### config.mk
export PLATFORM = sky130hd
export DESIGN_NAME = pedestrian_crossing_light_controller
export DESIGN_NICKNAME = d
export VERILOG_FILES = /design/src/rtl/pclc_pkg.sv /design/src/rtl/pedestrian_crossing_light_controller.sv /design/src/rtl/pclc_display.sv
export SDC_FILE = /design/constraint.sdc
export NUM_CORES = 1
export LEC_CHECK = 0
export BUFFER_PORTS_ARGS = -buffer_cell sky130_fd_sc_hd__buf_2
export CORE_AREA = 2 2 112 114
export DETAILED_ROUTE_END_ITERATION = 7
export DIE_AREA = 0 0 114 116
export GPL_TIMING_DRIVEN = 0
export PLACE_DENSITY = 0.89
export REMOVE_ABC_BUFFERS = 1
export SLEW_MARGIN = 5
export SYNTH_ARGS = -nofsm -noshare
export SYNTH_HDL_FRONTEND = slang
export SYNTH_SLANG_ARGS = --single-unit
### constraint.sdc
create_clock -name clk -period 16.01 [get_ports clk]
set_clock_uncertainty 0.15 [all_clocks]
set_input_delay 0 -clock clk [delete_from_list [all_inputs] [get_ports clk]]
set_output_delay 0 -clock clk [all_outputs]
set_load 0.01 [all_outputs]
### src/rtl/pclc_pkg.sv
`timescale 1ns / 1ps
// ----------------------------------------------------------------------------
// pclc_pkg
// Shared types, codes and constants of the pedestrian crossing controller.
// ----------------------------------------------------------------------------
package pclc_pkg;

    // tick timer width, saturating counter
    localparam int TIMER_WIDTH = 16;
    localparam int LEN_WIDTH   = 16;
    // compare width: wide enough for timer + 1 and any length value
    localparam int CMP_W = ((TIMER_WIDTH > LEN_WIDTH) ? TIMER_WIDTH : LEN_WIDTH) + 1;

    localparam int WALK_WIDTH = 7;
    localparam logic [WALK_WIDTH-1:0] WALK_MAX = 7'd99;

    // phase codes
    localparam logic [1:0] PH_GO    = 2'd0;
    localparam logic [1:0] PH_AMBER = 2'd1;
    localparam logic [1:0] PH_WALK  = 2'd2;
    localparam logic [1:0] PH_HOLD  = 2'd3;

    // register indexes
    localparam int CFG_IDX_W = 3;
    localparam logic [CFG_IDX_W-1:0] CFG_AMBER    = 3'd0;
    localparam logic [CFG_IDX_W-1:0] CFG_BEEP_ON  = 3'd1;
    localparam logic [CFG_IDX_W-1:0] CFG_BEEP_OFF = 3'd2;
    localparam logic [CFG_IDX_W-1:0] CFG_WALK     = 3'd3;
    localparam logic [CFG_IDX_W-1:0] CFG_HOLD     = 3'd4;

    // reset values
    localparam logic [LEN_WIDTH-1:0]  AMBER_RST    = 16'd2000;
    localparam logic [LEN_WIDTH-1:0]  BEEP_ON_RST  = 16'd250;
    localparam logic [LEN_WIDTH-1:0]  BEEP_OFF_RST = 16'd750;
    localparam logic [WALK_WIDTH-1:0] WALK_RST     = 7'd20;
    localparam logic [LEN_WIDTH-1:0]  HOLD_RST     = 16'd20000;

    typedef struct packed {
        logic       digit_select;
        logic [7:0] segments;
    } disp_t;

    // active-low seven-segment patterns, dp off
    function automatic logic [7:0] seg_pattern(input logic [3:0] digit);
        logic [7:0] pat;
        case (digit)
            4'd0:    pat = 8'hC0;
            4'd1:    pat = 8'hF9;
            4'd2:    pat = 8'hA4;
            4'd3:    pat = 8'hB0;
            4'd4:    pat = 8'h99;
            4'd5:    pat = 8'h92;
            4'd6:    pat = 8'h82;
            4'd7:    pat = 8'hF8;
            4'd8:    pat = 8'h80;
            4'd9:    pat = 8'h98;
            default: pat = 8'hFF;
        endcase
        return pat;
    endfunction

endpackage

### src/rtl/pedestrian_crossing_light_controller.sv
`timescale 1ns / 1ps
// ----------------------------------------------------------------------------
// pedestrian_crossing_light_controller
// Car / pedestrian crossing light sequencer driven by a 1 ms tick stream.
// ----------------------------------------------------------------------------
// Usage:
//  - Input channel (in_valid / in_stall / button_press): one transfer is one
//    1 ms tick; button_press flags a button edge seen during that tick.
//  - Output channel (out_valid / out_stall / lamp and display fields): one
//    transfer per input tick, showing the state at the start of that tick.
//  - Config channel (cfg_valid / cfg_ready / cfg_index / cfg_data): always
//    ready; index 0 amber, 1 beep on, 2 beep off, 3 walk count, 4 hold.
//    Other indexes are dropped. Write only while the block is idle.
//  - Result: registered; it appears in the cycle after the tick transfer.
//  - Throughput: one tick per cycle while the output is not stalled;
//    next-state logic is a compare, increment and mux into the state registers.
//  - Stall: the output register holds its result; in_stall is raised only
//    while that register is full and stalled, so a tick is taken in the same
//    cycle the pending result leaves.
//  - Reset: car go phase, no request, timers cleared, register defaults
//    loaded, output register empty.
// ----------------------------------------------------------------------------
module pedestrian_crossing_light_controller
(
    input  logic        clk,
    input  logic        rst_n,

    input  logic        in_valid,
    output logic        in_stall,
    input  logic        button_press,

    output logic        out_valid,
    input  logic        out_stall,
    output logic        car_green,
    output logic        car_amber,
    output logic        car_red,
    output logic        walk_green,
    output logic        walk_red,
    output logic        buzzer_on,
    output logic        digit_select,
    output logic [7:0]  segments,
    output logic [1:0]  phase_code,
    output logic [6:0]  countdown,

    input  logic        cfg_valid,
    output logic        cfg_ready,
    input  logic [2:0]  cfg_index,
    input  logic [15:0] cfg_data
);

    localparam int TW = pclc_pkg::TIMER_WIDTH;
    localparam int LW = pclc_pkg::LEN_WIDTH;
    localparam int CW = pclc_pkg::CMP_W;
    localparam int WW = pclc_pkg::WALK_WIDTH;

    // config registers
    logic [LW-1:0] amber_ticks_reg, beep_on_ticks_reg, beep_off_ticks_reg, hold_ticks_reg;
    logic [WW-1:0] walk_count_reg;

    // sequencer state
    logic [1:0]    phase_reg, phase_next;
    logic          request_reg, request_next;
    logic [TW-1:0] timer_reg, timer_next;
    logic [WW-1:0] seconds_reg, seconds_next;
    logic          beep_part_reg, beep_part_next;
    logic          toggle_reg;

    // output register
    logic          out_valid_reg;
    logic          car_green_reg, car_amber_reg, car_red_reg;
    logic          walk_green_reg, walk_red_reg, buzzer_reg;
    logic          digit_select_reg;
    logic [7:0]    segments_reg;
    logic [1:0]    phase_code_reg;
    logic [6:0]    countdown_reg;

    logic            accept;
    logic            is_walk;
    logic [WW-1:0]   sec_shown;
    logic [WW-1:0]   walk_load;
    logic [LW-1:0]   part_len;
    logic [CW-1:0]   timer_inc;
    logic            part_done;
    pclc_pkg::disp_t disp;

    assign in_stall  = out_valid_reg & out_stall;
    assign accept    = in_valid & ~in_stall;
    assign cfg_ready = 1'b1;

    // ------------------------------------------------------------------
    // configuration
    // ------------------------------------------------------------------
    always_ff @(posedge clk or negedge rst_n)
    begin
        if (!rst_n)
        begin
            amber_ticks_reg    <= pclc_pkg::AMBER_RST;
            beep_on_ticks_reg  <= pclc_pkg::BEEP_ON_RST;
            beep_off_ticks_reg <= pclc_pkg::BEEP_OFF_RST;
            walk_count_reg     <= pclc_pkg::WALK_RST;
            hold_ticks_reg     <= pclc_pkg::HOLD_RST;
        end
        else if (cfg_valid && cfg_ready)
        begin
            case (cfg_index)
                pclc_pkg::CFG_AMBER:    amber_ticks_reg    <= cfg_data;
                pclc_pkg::CFG_BEEP_ON:  beep_on_ticks_reg  <= cfg_data;
                pclc_pkg::CFG_BEEP_OFF: beep_off_ticks_reg <= cfg_data;
                pclc_pkg::CFG_WALK:     walk_count_reg     <= cfg_data[WW-1:0];
                pclc_pkg::CFG_HOLD:     hold_ticks_reg     <= cfg_data;
                default: ;
            endcase
        end
    end

    // ------------------------------------------------------------------
    // result fields from the current state
    // ------------------------------------------------------------------
    assign is_walk   = (phase_reg == pclc_pkg::PH_WALK);
    assign sec_shown = (seconds_reg > pclc_pkg::WALK_MAX) ? pclc_pkg::WALK_MAX : seconds_reg;

    pclc_display u_display
    (
        .seconds   (sec_shown),
        .units_sel (toggle_reg),
        .disp      (disp)
    );

    // ------------------------------------------------------------------
    // phase sequencer
    // ------------------------------------------------------------------
    // length of the part being timed; only one part runs at a time
    always_comb
    begin
        case (phase_reg)
            pclc_pkg::PH_AMBER: part_len = amber_ticks_reg;
            pclc_pkg::PH_WALK:  part_len = beep_part_reg ? beep_off_ticks_reg
                                                         : beep_on_ticks_reg;
            default:            part_len = hold_ticks_reg;
        endcase
    end

    // zero length acts as one tick; saturated timer also ends the part
    assign timer_inc = CW'(timer_reg) + CW'(1);
    assign part_done = (timer_inc >= CW'(part_len)) || (timer_reg == {TW{1'b1}});

    // walk count: zero acts as one, above 99 clamps
    assign walk_load = (walk_count_reg == '0) ? WW'(1) :
                       (walk_count_reg > pclc_pkg::WALK_MAX) ? pclc_pkg::WALK_MAX :
                       walk_count_reg;

    always_comb
    begin
        phase_next     = phase_reg;
        request_next   = request_reg | button_press;
        timer_next     = timer_reg;
        seconds_next   = seconds_reg;
        beep_part_next = beep_part_reg;

        case (phase_reg)
            pclc_pkg::PH_GO:
            begin
                if (request_next)
                begin
                    phase_next = pclc_pkg::PH_AMBER;
                    timer_next = '0;
                end
            end
            pclc_pkg::PH_AMBER:
            begin
                timer_next = part_done ? '0 : timer_inc[TW-1:0];
                if (part_done)
                begin
                    seconds_next   = walk_load;
                    beep_part_next = 1'b0;
                    phase_next     = pclc_pkg::PH_WALK;
                end
            end
            pclc_pkg::PH_WALK:
            begin
                timer_next = part_done ? '0 : timer_inc[TW-1:0];
                if (part_done)
                begin
                    if (!beep_part_reg)
                    begin
                        beep_part_next = 1'b1;
                    end
                    else
                    begin
                        // end of one walk second
                        beep_part_next = 1'b0;
                        if (seconds_reg <= WW'(1))
                        begin
                            seconds_next = '0;
                            request_next = 1'b0;
                            phase_next   = pclc_pkg::PH_HOLD;
                        end
                        else
                        begin
                            seconds_next = seconds_reg - WW'(1);
                        end
                    end
                end
            end
            default:
            begin
                timer_next = part_done ? '0 : timer_inc[TW-1:0];
                if (part_done)
                begin
                    phase_next = pclc_pkg::PH_GO;
                end
            end
        endcase
    end

    always_ff @(posedge clk or negedge rst_n)
    begin
        if (!rst_n)
        begin
            phase_reg     <= pclc_pkg::PH_GO;
            request_reg   <= 1'b0;
            timer_reg     <= '0;
            seconds_reg   <= '0;
            beep_part_reg <= 1'b0;
            toggle_reg    <= 1'b0;
        end
        else if (accept)
        begin
            phase_reg     <= phase_next;
            request_reg   <= request_next;
            timer_reg     <= timer_next;
            seconds_reg   <= seconds_next;
            beep_part_reg <= beep_part_next;
            toggle_reg    <= ~toggle_reg;
        end
    end

    // ------------------------------------------------------------------
    // output register
    // ------------------------------------------------------------------
    always_ff @(posedge clk or negedge rst_n)
    begin
        if (!rst_n)
        begin
            out_valid_reg <= 1'b0;
        end
        else if (accept)
        begin
            out_valid_reg <= 1'b1;
        end
        else if (!out_stall)
        begin
            out_valid_reg <= 1'b0;
        end
    end

    // payload: lamps and display reflect state before this tick's update
    always_ff @(posedge clk)
    begin
        if (accept)
        begin
            car_green_reg    <= (phase_reg == pclc_pkg::PH_GO) ||
                                (phase_reg == pclc_pkg::PH_HOLD);
            car_amber_reg    <= (phase_reg == pclc_pkg::PH_AMBER);
            car_red_reg      <= is_walk;
            walk_green_reg   <= is_walk;
            walk_red_reg     <= ~is_walk;
            buzzer_reg       <= is_walk & ~beep_part_reg;
            digit_select_reg <= disp.digit_select;
            segments_reg     <= disp.segments;
            phase_code_reg   <= phase_reg;
            countdown_reg    <= sec_shown;
        end
    end

    assign out_valid    = out_valid_reg;
    assign car_green    = car_green_reg;
    assign car_amber    = car_amber_reg;
    assign car_red      = car_red_reg;
    assign walk_green   = walk_green_reg;
    assign walk_red     = walk_red_reg;
    assign buzzer_on    = buzzer_reg;
    assign digit_select = digit_select_reg;
    assign segments     = segments_reg;
    assign phase_code   = phase_code_reg;
    assign countdown    = countdown_reg;

    // ------------------------------------------------------------------
    // assertions
    // ------------------------------------------------------------------
    a_stall_only_when_full: assert property (@(posedge clk) disable iff (!rst_n)
        in_stall |-> out_valid_reg)
        else $error("input stalled with empty output register");

    a_one_car_lamp: assert property (@(posedge clk) disable iff (!rst_n)
        out_valid |-> $onehot({car_green, car_amber, car_red}))
        else $error("car lamps not exclusive");

    a_seconds_range: assert property (@(posedge clk) disable iff (!rst_n)
        seconds_reg <= pclc_pkg::WALK_MAX)
        else $error("countdown out of range");

    a_walk_has_request: assert property (@(posedge clk) disable iff (!rst_n)
        (phase_reg == pclc_pkg::PH_WALK || phase_reg == pclc_pkg::PH_AMBER) |-> request_reg)
        else $error("crossing phase without latched request");

    a_go_timer_clear: assert property (@(posedge clk) disable iff (!rst_n)
        (phase_reg == pclc_pkg::PH_GO) |-> (timer_reg == '0))
        else $error("timer running in car go phase");

endmodule

### src/rtl/pclc_display.sv
`timescale 1ns / 1ps
// ----------------------------------------------------------------------------
// pclc_display
// Splits the countdown into tens and units and encodes the selected digit.
// ----------------------------------------------------------------------------
module pclc_display
(
    input  logic [pclc_pkg::WALK_WIDTH-1:0] seconds,
    input  logic                            units_sel,
    output pclc_pkg::disp_t                 disp
);

    logic [14:0] prod;
    logic [3:0]  tens;
    logic [6:0]  units_full;
    logic [3:0]  digit;

    // x/10 == (x*205)>>11 for x <= 99
    assign prod       = 15'(seconds) * 15'd205;
    assign tens       = prod[14:11];
    assign units_full = 7'(seconds - 7'(tens) * 7'd10);
    assign digit      = units_sel ? units_full[3:0] : tens;

    assign disp.digit_select = units_sel;
    assign disp.segments     = pclc_pkg::seg_pattern(digit);

endmodule

==> load_flow_metrics.sql, run 1 <==
INSERT INTO impl_metrics (metric_group, metric, value, unit) VALUES
('cells_and_area', 'antennaDiodeCount', '0', ''),
('timing', 'max_clock_freq', '163', 'MHz'),
('outcome', 'status', 'complete, no violations', ''),
('setup_path', 'timing_worst_setup_path_type', 'reg -> reg', ''),
('cts', 'cts_num_sinks', '122', ''),
('cells_and_area', 'final_common_cell', 'sky130_fd_sc_hd__nand2_1', ''),
('timing', 'slew-limit-headroom', '0.265', ''),
('placed_design', 'detailedPlacementHpwl', '11000', 'um'),
('placed_design', 'routability_congestion_estimate', '0.905', ''),
('cts', 'post_cts_buffers', '0', ''),
('timing', 'hold_slack', '0.0452', 'ns'),
('power', 'p_int', '0.000834', 'W'),
('timing', 'finalSetupViolations', '0', ''),
('synth', 'syn_avg_cell_area', '11.1', 'um2'),
('hold_path', 'path_class_of_the_lowest_slack_min_delay_path', 'in -> async', ''),
('placed_design', 'port_buffers', '49', ''),
('timing', 'setup_ws', '9.88', 'ns'),
('cells_and_area', 'nets', '813', ''),
('cts', 'htree_num_levels', '4', ''),
('drt', 'average_routed_wire_per_standard_cell', '19.2', 'um'),
('drt', 'drcViolationCount', '0', ''),
('placed_design', 'dp_worst_setup_slack', '9.89', 'ns'),
('floorplan', 'die-area', '13200', 'um2'),
('floorplan', 'design.core.area', '11900', 'um2'),
('timing', 'grt_setup_unrepaired', 'false', ''),
('cts', 'cts_buffers', '17', ''),
('drt', 'viasPerCell', '6.17', ''),
('synth', 'synth_async_sr_flop_share', '0.820', ''),
('grt', 'global_route_usage_over_all_layers', '0.273', ''),
('setup_path', 'critical_path.most_common_cell', 'sky130_fd_sc_hd__ha_1', ''),
('setup_path', 'crit_path_max_fanout', '11', ''),
('cells_and_area', 'final_cell_mix', 'sky130_fd_sc_hd__nand2_1 (78), sky130_fd_sc_hd__dfrtp_1 (74), sky130_fd_sc_hd__mux2_2 (73), sky130_fd_sc_hd__ha_1 (61), sky130_fd_sc_hd__buf_2 (48)', ''),
('drt', 'detail_route.iter0.violations', '482', ''),
('power', 'netSwitchingPower', '0.000457', 'W'),
('floorplan', 'dieWidth', '114', 'um'),
('power', 'total_leakage_power', '3.99', 'nW'),
('floorplan', 'std_cell_rows', '40', ''),
('setup_path', 'timing.critical_path.max_delay_family', 'adder cells', ''),
('floorplan', 'die_h', '116', 'um'),
('timing', 'setup_total_negative_slack', '0', 'ns'),
('power', 'combinationalPowerShare', '0.356', ''),
('power', 'power.density', '152', 'nW/um2'),
('setup_path', 'worstPathCellList', 'nand2_2 > and2_2 > ha_1 > ha_1 > fa_1 > inv_1 > fa_1 > inv_1 > ha_1 > and4_1 > a41o_1 > o221a_2 > o21ai_1 > o21ai_0 > xnor2_1 > ha_1 > a2111oi_1 > xnor3_1 > mux2i_4 > o21ai_0 > a21o_1', ''),
('setup_path', 'slowest_delay', '0.59', 'ns'),
('timing', 'final_number_of_max_transition_violations', '0', ''),
('setup_path', 'cpMaxStageDelayCell', 'sky130_fd_sc_hd__dfrtp_1', ''),
('cts', 'cts.reportedPaths.clkPinSlew', '0.06', 'ns'),
('setup_path', 'endpoint_required_time_on_the_critical_path', '16.03', 'ns'),
('synth', 'post_synth_instance_area', '7110', 'um2'),
('cts', 'tritoncts', 'built', ''),
('cts', 'root_buf_cell', 'sky130_fd_sc_hd__clkbuf_16', ''),
('timing', 'period_share', '0.383', ''),
('power', 'vdd_ir_drop_max', '0.000108', 'V'),
('power', 'power.share.sequential', '0.340', ''),
('grt', 'grt.overflow.total', '0', ''),
('placed_design', 'place_area', '7580', 'um2'),
('drt', 'drt_wl_total', '16900', 'um'),
('cts', 'ctsResizeCount', '0', ''),
('timing', 'timing_worst_slew_pin_value', '1.10', 'ns'),
('synth', 'synth_edf_count', '22', ''),
('cts', 'cts_buffer_depth', '2', ''),
('run', 'cap_violations', '0', ''),
('synth', 'synth_ff_type', 'sky130_fd_sc_hd__dfrtp_1', ''),
('synth', 'syn_inst', '641', ''),
('cells_and_area', 'layout-drive-gt1-share', '0.284', ''),
('timing', 'crit_path_time_final', '6.13', 'ns'),
('setup_path', 'cp_num_buf_inv', '2', ''),
('cells_and_area', 'area_of_all_placed_cells_without_fillers', '8470', 'um2'),
('drt', 'drt_pass_1_iters', '5', ''),
('setup_path', 'worstSetupStartpointType', 'register', ''),
('synth', 'ys_ff_latch', '122', '');
[power groups by stage]
stage | Clock, W | Sequential (W) | Combinational, W
6_report | 0.000392 | 0.000439 | 0.000460
2_1_floorplan | 0 | 0.000434 | 0.000290
3_3_place_gp | 0 | 0.000435 | 0.000385
5_1_grt | 0.000410 | 0.000446 | 0.000504
4_1_cts | 0.000394 | 0.000438 | 0.000449
3_5_place_dp | 0 | 0.000442 | 0.000420
[synthesized netlist by cell type, types with 5 or more instances]
library cell | instances | area, um2
sky130_fd_sc_hd__xnor2_1 | 12 | 105
sky130_fd_sc_hd__nor2_1 | 23 | 86.3
sky130_fd_sc_hd__mux2_2 | 73 | 822
sky130_fd_sc_hd__nand3_1 | 9 | 45.0
sky130_fd_sc_hd__fa_1 | 8 | 160
sky130_fd_sc_hd__dfrtp_1 | 74 | 1850
sky130_fd_sc_hd__o211ai_1 | 5 | 37.5
sky130_fd_sc_hd__inv_1 | 39 | 146
sky130_fd_sc_hd__edfxtp_1 | 22 | 661
sky130_fd_sc_hd__dfstp_2 | 26 | 683
sky130_fd_sc_hd__mux2i_1 | 6 | 60.1
sky130_fd_sc_hd__a21oi_1 | 17 | 85.1
sky130_fd_sc_hd__a21o_1 | 9 | 67.6
sky130_fd_sc_hd__ha_1 | 61 | 763
sky130_fd_sc_hd__xor2_1 | 6 | 52.6
sky130_fd_sc_hd__nand2b_1 | 13 | 81.3
sky130_fd_sc_hd__nor3_1 | 10 | 50.1
sky130_fd_sc_hd__a221o_1 | 15 | 150
sky130_fd_sc_hd__o21ai_0 | 32 | 160
sky130_fd_sc_hd__nand2_1 | 78 | 293
sky130_fd_sc_hd__and3_1 | 10 | 62.6
sky130_fd_sc_hd__clkbuf_1 | 20 | 75.1
[final timing paths]
path | from | slack (ns) | cells past startpoint | to
max | seconds_reg[6] | 9.88 | 21 | segments[6]
min | rst_n | 0.05 | 2 | beep_on_ticks_reg[4]
max reg2reg | seconds_reg[6] | 9.88 | 21 | segments[6]
min reg2reg | amber_ticks_reg[14] | 0.36 | 1 | amber_ticks_reg[14]
max in group asynchronous | rst_n | 15.28 | 3 | beep_off_ticks_reg[2]
min in group clk | cfg_data[13] | 0.25 | 3 | beep_off_ticks_reg[13]
[through the flow]
| stage | std cells | utilization | power, W |
|---|---|---|---|
| after floorplan | 615 | - | 0.000724 |
| after global placement | 811 | 0.623 | 0.000820 |
| after detailed placement | 820 | 0.637 | 0.000862 |
| after CTS | 879 | 0.711 | 0.00128 |
| after global routing | 879 | 0.711 | 0.00136 |
| final | 879 | 0.711 | 0.00129 |
[repair_timing]
item,CTS,global route
hold buffers,27,0
endpoints found under the setup margin,0,0
endpoints found under the hold margin,154,0
[final cells by class]
cell class	instances	area (um2)
Clock inverter	12	131
Tap cell	147	184
Clock buffer	20	478
Inverter	39	146
Sequential cell	122	3200
Fill cell	746	3440
Timing Repair Buffer	85	638
Multi-Input combinational cell	454	3700
[layer usage]
layer | GRT usage | part of all wire | up-vias
met3 | 0.0690 | 0.073 | 45
li1 | - | - | 2445
met2 | 0.463 | 0.50 | 244
met4 | 0.112 | 0.021 | 0
met1 | 0.336 | 0.40 | 2687
met5 | 0 | 0 | -
[kinds of logic after synthesis]
group / Yosys count / share of synthesized area
simple gates: 172 / 0.116
buf+inv: 66 / 0.0375
xor+xnor: 21 / 0.0299
fa+ha+maj: 69 / 0.130
flops: 122 / 0.449
other cells: 1 / 0.000527
compound gates: 110 / 0.109
mux: 80 / 0.127
No activity file was read; power rests on OpenSTA's default activity.
==> run 2: changes to the inputs <==
Clock period 16.01 ns to 6.3 ns, I/O delays scaled along.
==> run 2 against run 1 <==
Clock power grew to 2.5 times the previous value. Final cell count grew 0.34%. Total power grew to 2.6 times the previous value. Global-route usage is the same. Non-clock buffer count grew 3. Critical path depth grew 1. Largest power group unchanged.
==> load_flow_metrics.sql, run 2 (synthesis results as in run 1) <==
INSERT INTO impl_metrics (metric_group, metric, value, unit) VALUES
('floorplan', 'floorplan.io_pins', '52', ''),
('cts', 'htree_num_levels', '4', ''),
('timing', 'crit_path_time_final', '5.94', 'ns'),
('drt', 'vias', '5449', ''),
('drt', 'viasPerCell', '6.18', ''),
('power', 'combinationalPowerShare', '0.359', ''),
('timing', 'finalSetupViolations', '0', ''),
('cts', 'cts_num_sinks', '122', ''),
('power', 'power.density', '388', 'nW/um2'),
('cells_and_area', 'area_growth_syn_to_layout', '19.5', '%'),
('power', 'clock_power_share', '0.303', ''),
('setup_path', 'timing_worst_setup_path_type', 'reg -> reg', ''),
('cells_and_area', 'area_of_all_placed_cells_without_fillers', '8500', 'um2'),
('drt', 'drt_wl_total', '17000', 'um'),
('timing', 'timing_hold_violations_final', '0', ''),
('placed_design', 'routability_congestion_estimate', '0.905', ''),
('grt', 'grt_antenna_before_repair', '0', ''),
('drt', 'drcViolationCount', '0', ''),
('timing', 'slew-limit-headroom', '0.242', ''),
('cells_and_area', 'final_cell_mix', 'sky130_fd_sc_hd__nand2_1 (78), sky130_fd_sc_hd__mux2_2 (73), sky130_fd_sc_hd__dfrtp_1 (73), sky130_fd_sc_hd__ha_1 (61), sky130_fd_sc_hd__buf_2 (48)', ''),
('timing', 'hold_slack', '0.0437', 'ns'),
('timing', 'setup_total_negative_slack', '0', 'ns'),
('floorplan', 'starting_density', '0.597', ''),
('drt', 'detail_route.iter0.violations', '481', ''),
('cts', 'root_buf_cell', 'sky130_fd_sc_hd__clkbuf_16', ''),
('cts', 'worst_skew_pair.late_latency', '0.42', 'ns'),
('cts', 'cts_buffer_depth', '2', ''),
('power', 'power.share.switching', '0.355', ''),
('cells_and_area', 'fillerInstances', '739', ''),
('power', 'power.share.sequential', '0.338', ''),
('grt', 'grt.overflow.total', '0', ''),
('placed_design', 'detailedPlacementHpwl', '11000', 'um'),
('timing', 'final_number_of_max_transition_violations', '0', ''),
('timing', 'period_share', '0.943', ''),
('grt', 'grt_pass1_vias', '5730', ''),
('cells_and_area', 'final_util', '0.714', ''),
('setup_path', 'crit_path_max_fanout', '7', ''),
('floorplan', 'die-area', '13200', 'um2'),
('cells_and_area', 'layout-drive-gt1-share', '0.290', ''),
('cells_and_area', 'area.sequential', '3200', 'um2'),
('drt', 'postRouteAntennaNets', '0', ''),
('setup_path', 'endpoint_required_time_on_the_critical_path', '6.31', 'ns'),
('floorplan', 'std_cell_rows', '40', ''),
('power', 'vdd_ir_drop_max', '0.000275', 'V'),
('power', 'netSwitchingPower', '0.00117', 'W'),
('floorplan', 'design.core.area', '11900', 'um2'),
('power', 'total_leakage_power', '3.99', 'nW'),
('cells_and_area', 'final_common_cell', 'sky130_fd_sc_hd__nand2_1', ''),
('power', 'p_int', '0.00213', 'W'),
('cts', 'tritoncts', 'built', ''),
('placed_design', 'place_area', '7580', 'um2'),
('floorplan', 'die_h', '116', 'um'),
('setup_path', 'worstSetupStartpointType', 'register', ''),
('cells_and_area', 'multi_input_comb_area', '3700', 'um2'),
('placed_design', 'port_buffers', '49', ''),
('cts', 'cts_buffers', '17', ''),
('cells_and_area', 'antennaDiodeCount', '0', ''),
('timing', 'max_clock_freq', '168', 'MHz'),
('grt', 'global_route_usage_over_all_layers', '0.273', ''),
('grt', 'grt_max_degree', '63', ''),
('setup_path', 'critical_path_sink_type', 'register', ''),
('hold_path', 'path_class_of_the_lowest_slack_min_delay_path', 'in -> async', ''),
('timing', 'timing_worst_slew_pin_value', '1.14', 'ns'),
('setup_path', 'cp_data_arrival_time', '5.95', 'ns'),
('timing', 'setup_ws', '0.360', 'ns'),
('drt', 'drt_pass_1_iters', '5', ''),
('grt', 'grt_pass1_wl', '27900', 'um'),
('placed_design', 'dp_worst_setup_slack', '0.176', 'ns'),
('drt', 'average_routed_wire_per_standard_cell', '19.3', 'um'),
('timing', 'grt_setup_unrepaired', 'false', ''),
('cells_and_area', 'nets', '816', ''),
('outcome', 'status', 'complete, no violations', ''),
('floorplan', 'dieWidth', '114', 'um'),
('run', 'cap_violations', '0', ''),
('cts', 'cts.reportedPaths.clkPinSlew', '0.06', 'ns');
[run 2: stage by stage]
| step | total power, W | cells |
|---|---|---|
| detailed placement | 0.00219 | 820 |
| global placement | 0.00208 | 811 |
| global route | 0.00346 | 882 |
| floorplan | 0.00184 | 615 |
| finish | 0.00330 | 882 |
| CTS | 0.00326 | 879 |
[run 2: timing repair]
item	in CTS	in global routing
setup endpoints to repair	0	7
resized for setup	0	3
endpoints found under the hold margin	154	0
hold buffers	27	0
buffers inserted	0	3
[run 2: final timing paths]
check / from / endpoint / slack, ns / cells past startpoint
setup / recovery: seconds_reg[5] / segments[4] / 0.36 / 22
hold / removal: rst_n / beep_on_ticks_reg[3] / 0.04 / 2
setup reg to reg: seconds_reg[5] / segments[4] / 0.36 / 22
hold reg to reg: hold_ticks_reg[12] / hold_ticks_reg[12] / 0.36 / 1
max in group asynchronous: rst_n / beep_off_ticks_reg[2] / 5.57 / 3
min in group clk: cfg_data[13] / beep_off_ticks_reg[13] / 0.25 / 3
[run 2: area by class of cell]
| type | count | area share |
|---|---|---|
| clock buffer | 20 | 0.0562 |
| inverter | 39 | 0.0172 |
| clock inverter | 12 | 0.0155 |
| timing repair buffer | 88 | 0.0777 |
| multi-input combinational | 454 | 0.436 |
| tap | 147 | 0.0216 |
| sequential | 122 | 0.376 |
[run 2: power by group through the flow]
stage          logic, W  clock network [W]  registers [W]
3_5_place_dp    0.00107                  0        0.00112
6_report        0.00118           0.000999        0.00112
2_1_floorplan  0.000736                  0        0.00110
3_3_place_gp   0.000979                  0        0.00110
4_1_cts         0.00114            0.00100        0.00111
5_1_grt         0.00129            0.00104        0.00113
[run 2: layer usage]
metal  share of wire  track usage  wire length (um)  up-vias
met5               0            0                 0        -
met4           0.019        0.112               320        0
met3           0.075       0.0690              1280       40
met2            0.50        0.463              8540      271
met1            0.40        0.336              6840     2684
li1                -            -                 -     2454
[run 2: worst max-delay path, stage by stage, from the launching register on]
cell	delay [ns]
sky130_fd_sc_hd__dfrtp_1	0.48
sky130_fd_sc_hd__nand2_2	0.12
sky130_fd_sc_hd__and2_2	0.26
sky130_fd_sc_hd__ha_1	0.31
sky130_fd_sc_hd__ha_1	0.30
sky130_fd_sc_hd__fa_1	0.50
sky130_fd_sc_hd__inv_1	0.05
sky130_fd_sc_hd__fa_1	0.49
sky130_fd_sc_hd__inv_1	0.04
sky130_fd_sc_hd__ha_1	0.29
sky130_fd_sc_hd__and4_1	0.19
sky130_fd_sc_hd__a41o_1	0.29
sky130_fd_sc_hd__o221a_2	0.26
sky130_fd_sc_hd__o21ai_1	0.15
sky130_fd_sc_hd__o21ai_0	0.18
sky130_fd_sc_hd__xnor2_1	0.17
sky130_fd_sc_hd__ha_1	0.20
sky130_fd_sc_hd__a2111oi_1	0.31
sky130_fd_sc_hd__xnor3_1	0.32
sky130_fd_sc_hd__mux2i_4	0.18
sky130_fd_sc_hd__buf_4	0.18
sky130_fd_sc_hd__and3b_2	0.19
sky130_fd_sc_hd__a21oi_1	0.05
==> run 3: changes to the inputs <==
Settings changed: CTS_BUF_LIST from default to sky130_fd_sc_hd__clkbuf_16.
==> run 3 against run 2 <==
Flip-flop and latch count stayed put. Sequential power hardly changed. Largest power group unchanged. Count of clock-buffer cells in the layout is 2 lower. Critical path depth stayed put. Register-to-register slack worse by 0.02 ns. Total power is 2.2% lower. First-iteration DRC count is 16% lower. Core utilization is 0.25 points lower. Setup slack worse by 0.020 ns. Final cell count is 0.11% lower. Die area stayed put. Fmax is 0.33% lower.
==> load_flow_metrics.sql, run 3 (synthesis results as in run 1) <==
INSERT INTO impl_metrics (metric_group, metric, value, unit) VALUES
('timing', 'grt_setup_unrepaired', 'false', ''),
('cells_and_area', 'final_cell_mix', 'sky130_fd_sc_hd__nand2_1 (78), sky130_fd_sc_hd__mux2_2 (73), sky130_fd_sc_hd__dfrtp_1 (73), sky130_fd_sc_hd__ha_1 (61), sky130_fd_sc_hd__buf_2 (48)', ''),
('drt', 'wl_met3', '1020', 'um'),
('drt', 'drcViolationCount', '0', ''),
('cells_and_area', 'fillerInstances', '745', ''),
('placed_design', 'place_area', '7580', 'um2'),
('cts', 'worst_skew_pair.late_latency', '0.42', 'ns'),
('drt', 'drt_pass_1_iters', '5', ''),
('floorplan', 'die-area', '13200', 'um2'),
('timing', 'timing_worst_slew_pin_value', '1.11', 'ns'),
('setup_path', 'critical_path_sink_type', 'register', ''),
('outcome', 'status', 'complete, no violations', ''),
('cells_and_area', 'antennaDiodeCount', '0', ''),
('cells_and_area', 'area.sequential', '3200', 'um2'),
('drt', 'wirelength_met1', '6900', 'um'),
('setup_path', 'worst_r2r_path_depth', '22', ''),
('placed_design', 'placed_cells_incl_taps', '820', ''),
('timing', 'max_clock_freq', '168', 'MHz'),
('cts', 'cts_num_sinks', '122', ''),
('floorplan', 'std_cell_rows', '40', ''),
('timing', 'slew-limit-headroom', '0.261', ''),
('placed_design', 'port_buffers', '49', ''),
('setup_path', 'cp_data_arrival_time', '5.97', 'ns'),
('cells_and_area', 'area_growth_syn_to_layout', '19.1', '%'),
('drt', 'average_routed_wire_per_standard_cell', '18.8', 'um'),
('floorplan', 'die_h', '116', 'um'),
('cts', 'root_buf_cell', 'sky130_fd_sc_hd__clkbuf_16', ''),
('cts', 'cts_buffers', '17', ''),
('grt', 'grt_antenna_before_repair', '0', ''),
('cts', 'htree_num_levels', '4', ''),
('placed_design', 'detailedPlacementHpwl', '11000', 'um'),
('placed_design', 'routability_congestion_estimate', '0.905', ''),
('drt', 'top_signal_layer_used', 'met4', ''),
('cells_and_area', 'final_common_cell', 'sky130_fd_sc_hd__nand2_1', ''),
('power', 'vdd_ir_drop_max', '0.000267', 'V'),
('power', 'total_leakage_power', '3.98', 'nW'),
('setup_path', 'worstSetupStartpointType', 'register', ''),
('timing', 'final_number_of_max_transition_violations', '0', ''),
('floorplan', 'dieWidth', '114', 'um'),
('drt', 'drt_wl_total', '16600', 'um'),
('drt', 'postRouteAntennaNets', '0', ''),
('power', 'power.density', '381', 'nW/um2'),
('cells_and_area', 'multi_input_comb_area', '3700', 'um2'),
('setup_path', 'endpoint_required_time_on_the_critical_path', '6.31', 'ns'),
('grt', 'grt_pass1_wl', '27100', 'um'),
('cells_and_area', 'layout-drive-gt1-share', '0.287', ''),
('cts', 'tritoncts', 'built', ''),
('cells_and_area', 'fin_cells', '881', ''),
('grt', 'global_route_usage_over_all_layers', '0.265', ''),
('hold_path', 'worstHoldPathCells', '3', ''),
('drt', 'detail_route.iter0.violations', '404', ''),
('timing', 'finalSetupViolations', '0', ''),
('grt', 'grt.overflow.total', '0', ''),
('cts', 'cts_buffer_depth', '2', ''),
('setup_path', 'timing_worst_setup_path_type', 'reg -> reg', ''),
('timing', 'crit_path_time_final', '5.96', 'ns'),
('timing', 'timing_hold_violations_final', '0', ''),
('hold_path', 'path_class_of_the_lowest_slack_min_delay_path', 'in -> reg', ''),
('grt', 'grt_max_degree', '63', ''),
('floorplan', 'design.core.area', '11900', 'um2'),
('cells_and_area', 'nets', '815', ''),
('timing', 'setup_total_negative_slack', '0', 'ns'),
('setup_path', 'crit_path_max_fanout', '11', ''),
('floorplan', 'floorplan.io_pins', '52', ''),
('drt', 'dr_wl_met2', '8300', 'um'),
('drt', 'vias', '5388', ''),
('run', 'cap_violations', '0', ''),
('grt', 'grt_pass1_vias', '5643', ''),
('floorplan', 'starting_density', '0.597', ''),
('cells_and_area', 'area_of_all_placed_cells_without_fillers', '8470', 'um2'),
('cts', 'cts.reportedPaths.clkPinSlew', '0.06', 'ns'),
('timing', 'period_share', '0.946', ''),
('drt', 'viasPerCell', '6.12', '');
==> run 3: cell types whose count changed in the layout (fill, tap and decap cells not counted) <==
cell	change
sky130_fd_sc_hd__clkbuf_8	-2
sky130_fd_sc_hd__clkinv_1	+2
sky130_fd_sc_hd__dlygate4sd3_1	-1
==> run 3: repair_timing <==
item	in CTS	in global routing
hold buffers	26	0
hold endpoints to repair	154	0
resized for setup	0	3
setup buffers	0	3
setup endpoints to repair	0	7
==> run 3: worst max-delay path, stage by stage (launching register included) <==
cell	delay (ns)
sky130_fd_sc_hd__dfrtp_2	0.49
sky130_fd_sc_hd__nand2_2	0.12
sky130_fd_sc_hd__and2_2	0.26
sky130_fd_sc_hd__ha_1	0.31
sky130_fd_sc_hd__ha_1	0.30
sky130_fd_sc_hd__fa_1	0.50
sky130_fd_sc_hd__inv_1	0.05
sky130_fd_sc_hd__fa_1	0.49
sky130_fd_sc_hd__inv_1	0.04
sky130_fd_sc_hd__ha_1	0.29
sky130_fd_sc_hd__and4_1	0.19
sky130_fd_sc_hd__a41o_1	0.29
sky130_fd_sc_hd__o221a_2	0.26
sky130_fd_sc_hd__o21ai_1	0.16
sky130_fd_sc_hd__o21ai_0	0.18
sky130_fd_sc_hd__xnor2_1	0.17
sky130_fd_sc_hd__ha_1	0.20
sky130_fd_sc_hd__a2111oi_1	0.31
sky130_fd_sc_hd__xnor3_1	0.32
sky130_fd_sc_hd__mux2i_4	0.18
sky130_fd_sc_hd__buf_4	0.19
sky130_fd_sc_hd__and3b_2	0.19
sky130_fd_sc_hd__a21oi_1	0.05
==> run 3: where the power goes <==
part,switching (W),internal [W],total [W]
logic,0.000657,0.000489,0.00115
registers,0.000110,0.00100,0.00111
clock network,0.000361,0.000605,0.000966
==> run 3: area by class of cell <==
| class | count | share of cell area |
|---|---|---|
| Multi-Input combinational cell | 454 | 0.437 |
| Timing Repair Buffer | 87 | 0.0768 |
| Clock inverter | 14 | 0.0164 |
| Clock buffer | 18 | 0.0532 |
| Sequential cell | 122 | 0.377 |
| Tap cell | 147 | 0.0217 |
| Inverter | 39 | 0.0173 |
==> run 3: path summary, 6_finish.rpt <==
check	start	end	slack [ns]
max in group asynchronous	rst_n	beep_off_ticks_reg[2]	5.57
min in group asynchronous	rst_n	beep_on_ticks_reg[3]	0.05
worst min-delay path	cfg_valid	amber_ticks_reg[4]	0.008
worst max register to register	seconds_reg[6]	segments[4]	0.34
worst min register to register	hold_ticks_reg[15]	hold_ticks_reg[15]	0.35
worst max-delay path	seconds_reg[6]	segments[4]	0.34
==> run 3: layer usage <==
layer  up-vias  global-route usage
met4         0               0.103
met3        31              0.0643
li1       2461                   -
met5         -                   0
met2       216               0.450
met1      2680               0.330
==> run 3: per-stage QoR <==
step | util | setup slack [ns] | hold WS, ns | power, W
floorplan | - | 0.747 | -0.446 | 0.00184
global placement | 0.623 | 0.361 | 0.0604 | 0.00208
detailed placement | 0.637 | 0.176 | -0.138 | 0.00219
CTS | 0.709 | 0.173 | 0.00143 | 0.00320
global route | 0.711 | 0.0556 | 0.0109 | 0.00340
finish | 0.711 | 0.340 | 0.00822 | 0.00323
